### src/hw/rtl/asbt_pkg.sv
// shared types and constants for the address sorted block table
// no dependencies
package asbt_pkg;

  localparam int unsigned DEFAULT_DEPTH = 16;
  localparam int unsigned COUNT_W       = 5;
  localparam int unsigned POS_W         = 4;

  typedef enum logic [1:0] {
    OP_INSERT = 2'd0,
    OP_REMOVE = 2'd1,
    OP_READ   = 2'd2,
    OP_CLEAR  = 2'd3
  } op_e;

  typedef enum logic [1:0] {
    STAT_DONE  = 2'd0,
    STAT_FULL  = 2'd1,
    STAT_RANGE = 2'd2
  } status_e;

  typedef enum logic [2:0] {
    S_IDLE,
    S_INS_RD,
    S_INS_WR,
    S_INS_PUT,
    S_REM_RD,
    S_REM_WR,
    S_RD_RD,
    S_RD_OUT
  } state_e;

  // one stored record
  typedef struct packed {
    logic [63:0]        address;
    logic [31:0]        size;
    logic [31:0]        tstamp;
    logic [1:0]         kind;
    logic signed [31:0] extra;
  } record_t;

endpackage

### src/hw/rtl/asbt_mem.sv
// record memory: one write port, one read port, registered read data
// depends on asbt_pkg
module asbt_mem #(
  parameter int unsigned DEPTH = asbt_pkg::DEFAULT_DEPTH,
  parameter int unsigned AW    = $clog2(DEPTH)
) (
  input  logic              clk_i,
  input  logic              we_i,
  input  logic [AW-1:0]     waddr_i,
  input  asbt_pkg::record_t wdata_i,
  input  logic [AW-1:0]     raddr_i,
  output asbt_pkg::record_t rdata_o
);
  import asbt_pkg::*;

  record_t mem_q [DEPTH];
  record_t rdata_q;

  always_ff @(posedge clk_i) begin
    if (we_i) begin
      mem_q[waddr_i] <= wdata_i;
    end
  end

  always_ff @(posedge clk_i) begin
    rdata_q <= mem_q[raddr_i];
  end

  assign rdata_o = rdata_q;

endmodule

### src/hw/rtl/asbt_ctrl.sv
// sequencer: walks the record memory for insert, remove and read
// depends on asbt_pkg; drives asbt_mem
module asbt_ctrl #(
  parameter int unsigned DEPTH = asbt_pkg::DEFAULT_DEPTH,
  parameter int unsigned AW    = $clog2(DEPTH)
) (
  input  logic                          clk_i,
  input  logic                          rst_ni,
  input  logic                          start_i,
  input  asbt_pkg::op_e                 op_i,
  input  asbt_pkg::record_t             rec_i,
  input  logic [asbt_pkg::POS_W-1:0]    pos_i,
  output logic                          busy_o,
  output logic                          mem_we_o,
  output logic [AW-1:0]                 mem_waddr_o,
  output asbt_pkg::record_t             mem_wdata_o,
  output logic [AW-1:0]                 mem_raddr_o,
  input  asbt_pkg::record_t             mem_rdata_i,
  output logic                          res_valid_o,
  output asbt_pkg::status_e             res_status_o,
  output logic [asbt_pkg::COUNT_W-1:0]  res_count_o,
  output asbt_pkg::record_t             res_rec_o
);
  import asbt_pkg::*;

  localparam int unsigned CW = $clog2(DEPTH + 1);
  localparam int unsigned XW = (CW > POS_W) ? CW : POS_W;

  state_e               state_q, state_d;
  logic [CW-1:0]        cnt_q, cnt_d;
  logic [AW-1:0]        idx_q, idx_d;
  record_t              rec_q, rec_d;
  logic                 res_valid_q, res_valid_d;
  status_e              res_status_q, res_status_d;
  logic [COUNT_W-1:0]   res_count_q, res_count_d;
  record_t              res_rec_q, res_rec_d;

  logic                 accept;
  logic                 full;
  logic                 pos_bad;
  logic                 pos_last;
  logic                 ins_shift;
  logic                 idx_zero;
  logic                 rem_last;
  logic [XW-1:0]        pos_x;
  logic [XW-1:0]        cnt_x;
  logic [CW+COUNT_W-1:0] cnt_ext;
  logic                 fin;
  status_e              fin_status;
  record_t              fin_rec;

  assign accept    = start_i && (state_q == S_IDLE);
  assign full      = (cnt_q == CW'(DEPTH));
  assign pos_x     = XW'(pos_i);
  assign cnt_x     = XW'(cnt_q);
  assign pos_bad   = (pos_x >= cnt_x);
  assign pos_last  = ((pos_x + XW'(1)) == cnt_x);
  // walking down from the tail: shift while the stored address is smaller
  assign ins_shift = (mem_rdata_i.address < rec_q.address);
  assign idx_zero  = (idx_q == AW'(1));
  assign rem_last  = ((CW'(idx_q) + CW'(2)) == cnt_q);

  // next state
  always_comb begin
    state_d = state_q;
    unique case (state_q)
      S_IDLE: begin
        if (start_i) begin
          unique case (op_i)
            OP_INSERT: if (!full && (cnt_q != '0)) state_d = S_INS_RD;
            OP_REMOVE: if (!pos_bad && !pos_last) state_d = S_REM_RD;
            OP_READ:   if (!pos_bad) state_d = S_RD_RD;
            OP_CLEAR:  state_d = S_IDLE;
          endcase
        end
      end
      S_INS_RD:  state_d = S_INS_WR;
      S_INS_WR: begin
        if (!ins_shift)    state_d = S_IDLE;
        else if (idx_zero) state_d = S_INS_PUT;
        else               state_d = S_INS_RD;
      end
      S_INS_PUT: state_d = S_IDLE;
      S_REM_RD:  state_d = S_REM_WR;
      S_REM_WR:  state_d = rem_last ? S_IDLE : S_REM_RD;
      S_RD_RD:   state_d = S_RD_OUT;
      S_RD_OUT:  state_d = S_IDLE;
      default:   state_d = S_IDLE;
    endcase
  end

  // datapath and memory control
  always_comb begin
    mem_we_o    = 1'b0;
    mem_waddr_o = idx_q;
    mem_wdata_o = rec_q;
    mem_raddr_o = idx_q;
    cnt_d       = cnt_q;
    idx_d       = idx_q;
    rec_d       = rec_q;
    fin         = 1'b0;
    fin_status  = STAT_DONE;
    fin_rec     = '0;
    unique case (state_q)
      S_IDLE: begin
        if (accept) begin
          rec_d = rec_i;
          unique case (op_i)
            OP_INSERT: begin
              if (full) begin
                fin        = 1'b1;
                fin_status = STAT_FULL;
              end else if (cnt_q == '0) begin
                mem_we_o    = 1'b1;
                mem_waddr_o = '0;
                mem_wdata_o = rec_i;
                cnt_d       = CW'(1);
                fin         = 1'b1;
              end else begin
                idx_d = AW'(cnt_q);
              end
            end
            OP_REMOVE: begin
              idx_d = AW'(pos_x);
              if (pos_bad) begin
                fin        = 1'b1;
                fin_status = STAT_RANGE;
              end else if (pos_last) begin
                cnt_d = cnt_q - CW'(1);
                fin   = 1'b1;
              end
            end
            OP_READ: begin
              idx_d = AW'(pos_x);
              if (pos_bad) begin
                fin        = 1'b1;
                fin_status = STAT_RANGE;
              end
            end
            OP_CLEAR: begin
              cnt_d = '0;
              fin   = 1'b1;
            end
          endcase
        end
      end
      S_INS_RD: begin
        mem_raddr_o = idx_q - AW'(1);
      end
      S_INS_WR: begin
        mem_we_o = 1'b1;
        if (ins_shift) begin
          mem_wdata_o = mem_rdata_i;
          idx_d       = idx_q - AW'(1);
        end else begin
          cnt_d = cnt_q + CW'(1);
          fin   = 1'b1;
        end
      end
      S_INS_PUT: begin
        mem_we_o = 1'b1;
        cnt_d    = cnt_q + CW'(1);
        fin      = 1'b1;
      end
      S_REM_RD: begin
        mem_raddr_o = idx_q + AW'(1);
      end
      S_REM_WR: begin
        mem_we_o    = 1'b1;
        mem_wdata_o = mem_rdata_i;
        idx_d       = idx_q + AW'(1);
        if (rem_last) begin
          cnt_d = cnt_q - CW'(1);
          fin   = 1'b1;
        end
      end
      S_RD_RD: begin
        mem_raddr_o = idx_q;
      end
      S_RD_OUT: begin
        fin     = 1'b1;
        fin_rec = mem_rdata_i;
      end
      default: begin
        fin = 1'b0;
      end
    endcase
  end

  assign cnt_ext = {{COUNT_W{1'b0}}, cnt_d};

  always_comb begin
    res_valid_d  = fin;
    res_status_d = res_status_q;
    res_count_d  = res_count_q;
    res_rec_d    = res_rec_q;
    if (fin) begin
      res_status_d = fin_status;
      res_count_d  = cnt_ext[COUNT_W-1:0];
      res_rec_d    = fin_rec;
    end
  end

  always_ff @(posedge clk_i or negedge rst_ni) begin
    if (!rst_ni) begin
      state_q     <= S_IDLE;
      cnt_q       <= '0;
      res_valid_q <= 1'b0;
    end else begin
      state_q     <= state_d;
      cnt_q       <= cnt_d;
      res_valid_q <= res_valid_d;
    end
  end

  always_ff @(posedge clk_i) begin
    idx_q        <= idx_d;
    rec_q        <= rec_d;
    res_status_q <= res_status_d;
    res_count_q  <= res_count_d;
    res_rec_q    <= res_rec_d;
  end

  assign busy_o       = (state_q != S_IDLE);
  assign res_valid_o  = res_valid_q;
  assign res_status_o = res_status_q;
  assign res_count_o  = res_count_q;
  assign res_rec_o    = res_rec_q;

endmodule

### src/hw/rtl/address_sorted_block_table_top.sv
// top level of the address sorted block table
// depends on asbt_pkg, asbt_mem and asbt_ctrl
//
// channel   direction  handshake                  payload
// command   in         start_i high, busy_o low   op_i, new_*_i, position_i
// result    out        done_o high for one cycle  status_o, count_o, rd_*_o
//
// steps: clear, a full insert, an insert into an empty table, a remove of the
//   last record and an out-of-range position finish from idle; any other insert
//   reads and writes each record shifted toward the tail, then writes the new
//   record, in a step of its own when it lands at the head; a remove reads and
//   writes each record moved up, a read has a read step and an output step.
//   the single read port of the record memory moves one record per read/write pair.
// reset: rst_ni clears the sequencer and the record count; the records
//   themselves are not cleared, only positions below the count are read.
// stalls: the receiver cannot stall; each result word is shown for one
//   cycle, and the next command may be taken in that same cycle.
module address_sorted_block_table_top #(
  parameter int unsigned TABLE_DEPTH = asbt_pkg::DEFAULT_DEPTH
) (
  input  logic               clk_i,
  input  logic               rst_ni,
  // command word
  input  logic               start_i,
  output logic               busy_o,
  input  logic [1:0]         op_i,
  input  logic [63:0]        new_address_i,
  input  logic [31:0]        new_size_i,
  input  logic [31:0]        new_time_i,
  input  logic [1:0]         new_kind_i,
  input  logic signed [31:0] new_extra_i,
  input  logic [3:0]         position_i,
  // result word
  output logic               done_o,
  output logic [1:0]         status_o,
  output logic [4:0]         count_o,
  output logic [63:0]        rd_address_o,
  output logic [31:0]        rd_size_o,
  output logic [31:0]        rd_time_o,
  output logic [1:0]         rd_kind_o,
  output logic signed [31:0] rd_extra_o
);
  import asbt_pkg::*;

  localparam int unsigned AW = $clog2(TABLE_DEPTH);

  record_t        rec_in;
  logic           mem_we;
  logic [AW-1:0]  mem_waddr;
  record_t        mem_wdata;
  logic [AW-1:0]  mem_raddr;
  record_t        mem_rdata;
  status_e        res_status;
  record_t        res_rec;

  // pack the command fields into one record
  assign rec_in.address = new_address_i;
  assign rec_in.size    = new_size_i;
  assign rec_in.tstamp  = new_time_i;
  assign rec_in.kind    = new_kind_i;
  assign rec_in.extra   = new_extra_i;

  asbt_ctrl #(
    .DEPTH (TABLE_DEPTH),
    .AW    (AW)
  ) u_ctrl (
    .clk_i        (clk_i),
    .rst_ni       (rst_ni),
    .start_i      (start_i),
    .op_i         (op_e'(op_i)),
    .rec_i        (rec_in),
    .pos_i        (position_i),
    .busy_o       (busy_o),
    .mem_we_o     (mem_we),
    .mem_waddr_o  (mem_waddr),
    .mem_wdata_o  (mem_wdata),
    .mem_raddr_o  (mem_raddr),
    .mem_rdata_i  (mem_rdata),
    .res_valid_o  (done_o),
    .res_status_o (res_status),
    .res_count_o  (count_o),
    .res_rec_o    (res_rec)
  );

  // records held in descending address order, position 0 at the head
  asbt_mem #(
    .DEPTH (TABLE_DEPTH),
    .AW    (AW)
  ) u_mem (
    .clk_i   (clk_i),
    .we_i    (mem_we),
    .waddr_i (mem_waddr),
    .wdata_i (mem_wdata),
    .raddr_i (mem_raddr),
    .rdata_o (mem_rdata)
  );

  // read fields hold the record after a successful read and are zero after any other result
  assign status_o     = res_status;
  assign rd_address_o = res_rec.address;
  assign rd_size_o    = res_rec.size;
  assign rd_time_o    = res_rec.tstamp;
  assign rd_kind_o    = res_rec.kind;
  assign rd_extra_o   = res_rec.extra;

endmodule
### config.mk
export PLATFORM = sky130hd
export DESIGN_NAME = address_sorted_block_table_top
export DESIGN_NICKNAME = d
export VERILOG_FILES = /design/src/hw/rtl/asbt_pkg.sv /design/src/hw/rtl/asbt_mem.sv /design/src/hw/rtl/asbt_ctrl.sv /design/src/hw/rtl/address_sorted_block_table_top.sv
export SDC_FILE = /design/constraint.sdc
export NUM_CORES = 2
export LEC_CHECK = 0
export BUFFER_PORTS_ARGS = -buffer_cell sky130_fd_sc_hd__buf_4
export CAP_MARGIN = 15
export CORE_AREA = 2 2 546 548
export DETAILED_ROUTE_END_ITERATION = 16
export DIE_AREA = 0 0 548 550
export PLACE_DENSITY_LB_ADDON = 0.1
export SLEW_MARGIN = 25
export SYNTH_ARGS = -nofsm -noshare
export SYNTH_HDL_FRONTEND = slang
export SYNTH_SLANG_ARGS = --single-unit
### constraint.sdc
create_clock -name clk_i -period 17.9 [get_ports clk_i]
set_clock_uncertainty 0.05 [all_clocks]
set_input_delay 1.79 -clock clk_i [delete_from_list [all_inputs] [get_ports clk_i]]
set_output_delay 1.79 -clock clk_i [all_outputs]
set_load 0.03 [all_outputs]
==> results.py <==
metrics = {
    "route": {
        "wl_per_cell_um": 30.7,
        "drt_iter0_markers": 5105,
        "first_pass_iters": 5,
        "vias": 55075,
        "wl_mm": 304,
        "ant_nets": 0,
        "drc_errors": 0,
        "vias_per_cell": 5.56,
    },
    "worst_hold_path": {
        "min_path_type": "reg -> reg",
    },
    "placed_design": {
        "hpwl_mm": 159,
        "place_worst_setup_slack_ns": 10.47,
        "port_buffers": 341,
        "place_congestion": 0.745,
    },
    "sta": {
        "rsz0062_at_grt": "false",
        "period_minus_slack_ns": 6.91,
        "slew_headroom": 0.269,
        "tns_ns": 0,
        "worst_slack_ns": 10.99,
        "setup_viol_count_final": 0,
        "drv_slew": 0,
        "post-route-period-util": 0.386,
        "worstMarginPinSlew_ns": 1.09,
        "fmax_mhz": 145,
        "whs_ns": 0.486,
        "finalHoldViolCount": 0,
    },
    "synth": {
        "yosysWarnings": 0,
        "ys.flop_type": "edfxtp_1",
        "synth-seq-cells": 3098,
        "netlist_area_um2": 118000,
        "yosys-top-cells-area": "edfxtp_1 75%, mux4_2 15%, dfxtp_1 2.8%",
        "synth.top_cells.by_count": "2,927 x edfxtp_1, 810 x mux4_2, 325 x and2_1, 166 x clkbuf_1",
        "synth_edf_count": 2927,
        "synthAdderAreaFrac": 0.00849,
        "yosys.area.top_type_share": 0.745,
        "synth_top_area_cell": "edfxtp_1",
        "synth-simple-area-share": 0.0238,
        "netlist_instances": 5132,
        "synth-async-reset-ratio": 0.00291,
        "synth.distinct_cells": 60,
        "synth_mux_area_frac": 0.155,
        "synthesis.nets": 5383,
        "yosysMostFrequentCell": "edfxtp_1",
        "ys_seq_area_frac": 0.775,
        "synth_compound_gate_area_share": 0.0205,
        "syn_area_per_cell_um2": 23.0,
        "synth_top_family_by_area": "multiplexers",
        "synth-xor-area-share": 0.00144,
    },
    "power_and_ir_drop": {
        "clock_power_share": 0.239,
        "p_seq_frac": 0.368,
        "p_sw_frac": 0.333,
        "p_int_mw": 19.2,
        "ir_drop_mv": 0.302,
        "p_per_area_nw_per_um2": 212,
        "switchingPower_mw": 9.61,
        "combPwrFrac": 0.393,
        "leakagePower_nw": 44.2,
    },
    "clock_network": {
        "cts_resized": 0,
        "postCtsSetupBuffers": 0,
        "cts_tree": "built",
        "cts.sinks": 3098,
        "holdBufCountCts": 0,
        "cts_buffers": 336,
        "root_buffer": "clkbuf_16",
        "cts_max_path_buffers": 4,
        "clk_pin_slew_ns": 0.06,
        "htreeDepth": 5,
        "worstSkewPairLatency_ns": 0.92,
    },
    "die": {
        "die_h_um": 550,
        "dieArea_um2": 301000,
        "die_w_um": 548,
        "rows": 200,
        "start_util": 0.399,
        "io_pins": 342,
        "core_area_um2": 296000,
    },
    "worst_setup_path": {
        "worstSetupPathType": "reg -> reg",
        "worst-endpoint-arrival_ns": 7.49,
        "cp-start-kind": "flop",
        "cpPeakStageDelay_ns": 0.85,
        "crit_top_cell": "buf_4",
        "crit_path_end_kind": "flop",
        "crit_chain": "inv_1 > ha_1 > nand4_1 > nor4_2 > o221ai_1 > o211ai_1 > o2111ai_1 > and2_1 > a21oi_4 > buf_4 > buf_4 > buf_4 > a221o_1",
        "worstPathRequired_ns": 18.48,
        "slowest_stage": "buf_4",
        "critPathMaxFanout": 41,
        "path_buf_inv": 4,
        "crit_family": "compound AO/OA/AOI/OAI gates",
    },
    "run": {
        "cap_viol_max_count": 0,
    },
    "layout": {
        "final_core_util": 0.461,
        "syn_to_final_growth_pct": 15.7,
        "drive_gt1_frac": 0.304,
        "nets": 5922,
        "fill_cells": 24522,
    },
    "outcome": {
        "outcome": "completed",
    },
    "grt": {
        "grt_pass1_wl_mm": 434,
        "grtUsageTotal": 0.200,
        "grt_pass1_vias": 57598,
        "use_met2": 0.326,
        "grt-ovfl-total": 0,
        "met3_usage": 0.0264,
        "busiest_layer": "met2",
        "gr-usage-met1": 0.288,
        "grt_max_degree": 138,
        "antenna_found_initial": 18,
    },
}
## metrics by stage
stage               instance area [um^2]  cells  total power [mW]
floorplan                         118000   5132              19.0
global placement                  125000   9263              22.3
detailed placement                125000   9268              22.4
CTS                               136000   9893              29.3
global route                      136000   9898              30.2
finish                            136000   9904              28.8
## layout by cell type (no fill, tap or decap), types with 6 or more instances in the layout
cell type,n
nand2b_1,6
clkinv_2,61
o21ai_0,24
clkbuf_16,343
nor3_1,12
nor2_4,16
a21oi_1,41
nand2_1,35
nand4_1,14
clkinvlp_4,7
xor2_1,7
diode_2,7
inv_16,6
nand3_1,17
dfrtp_1,9
clkbuf_8,45
edfxtp_1,2927
mux4_2,810
and2_1,325
clkinv_1,47
buf_4,446
nor2_1,36
a211oi_1,11
bufinv_16,20
clkbuf_1,80
buf_12,15
xnor2_1,7
o211ai_1,8
inv_1,80
a221o_1,162
ha_1,80
dfxtp_1,162
## power groups by stage
stage	Clock, mW	Sequential [mW]	Combinational [mW]
2_1_floorplan	0	11.1	7.97
3_3_place_gp	0	10.8	11.5
3_5_place_dp	0	10.8	11.6
4_1_cts	7.07	10.6	11.6
5_1_grt	7.33	10.7	12.2
6_report	6.89	10.6	11.3
## worst paths after layout
path                                         from                   end  slack (ns)  depth (start not counted)
worst max register to register  u_ctrl.rec_q[135]   u_mem.mem_q[12][88]       10.99                         13
max in group asynchronous                  rst_ni     u_ctrl.state_q[0]       16.97                          1
worst min-delay path            u_mem.rdata_o[85]  u_ctrl.res_rec_o[85]        0.49                          1
min in group asynchronous                  rst_ni    u_ctrl.res_valid_o        0.66                          1
worst min register to register  u_mem.rdata_o[85]  u_ctrl.res_rec_o[85]        0.49                          1
worst max-delay path            u_ctrl.rec_q[135]   u_mem.mem_q[12][88]       10.99                         13
## flip-flops by register name, indices dropped and copies added, names as in the netlist
signal               flops
u_ctrl.res_status_o      2
u_ctrl.rec_q           162
u_mem.rdata_o          162
u_ctrl.res_count_o       5
u_ctrl.state_q           3
u_ctrl.idx_q             4
u_mem.mem_q           2592
u_ctrl.res_valid_o       1
u_ctrl.cnt_q             5
u_ctrl.res_rec_o       162
## cell families (layout without fill, tap and decap cells)
kind of cell / count (synthesis) / after routing
DFF: 3098 / 3098
muxes: 815 / 815
and+or+nand+nor: 486 / 486
buffers and inverters: 349 / 1175
AOI/OAI and AO/OA: 287 / 287
adders and majority gates: 80 / 80
xor gates and xnor gates: 17 / 17
other: 0 / 7
## routing by layer
metal / up-vias / wire length (um)
met5: - / 41
li1: 22788 / -
met2: 1479 / 148000
met3: 356 / 14700
met1: 30446 / 135000
met4: 6 / 6010
## layout make-up
class	instances	area, um^2	share of cell area
clock buffers	468	9500	0.0697
inverters	82	315	0.00231
flip-flops and latches	3098	91400	0.670
multi-input cells	1685	24900	0.183
clock inverters	157	1550	0.0113
well taps	3939	4930	0.0361
repair buffers	468	3810	0.0279
diodes	7	17.5	0.000128
## worst reg2reg max path, delay by kind of cell (launching register included)
family | cells | cell delay (ns)
compound gates | 5 | 2.39
fa+ha+maj | 1 | 0.28
buf+inv | 4 | 2.20
flops | 1 | 0.35
simple gates | 3 | 1.33
No activity file was read; power rests on OpenSTA's default activity.
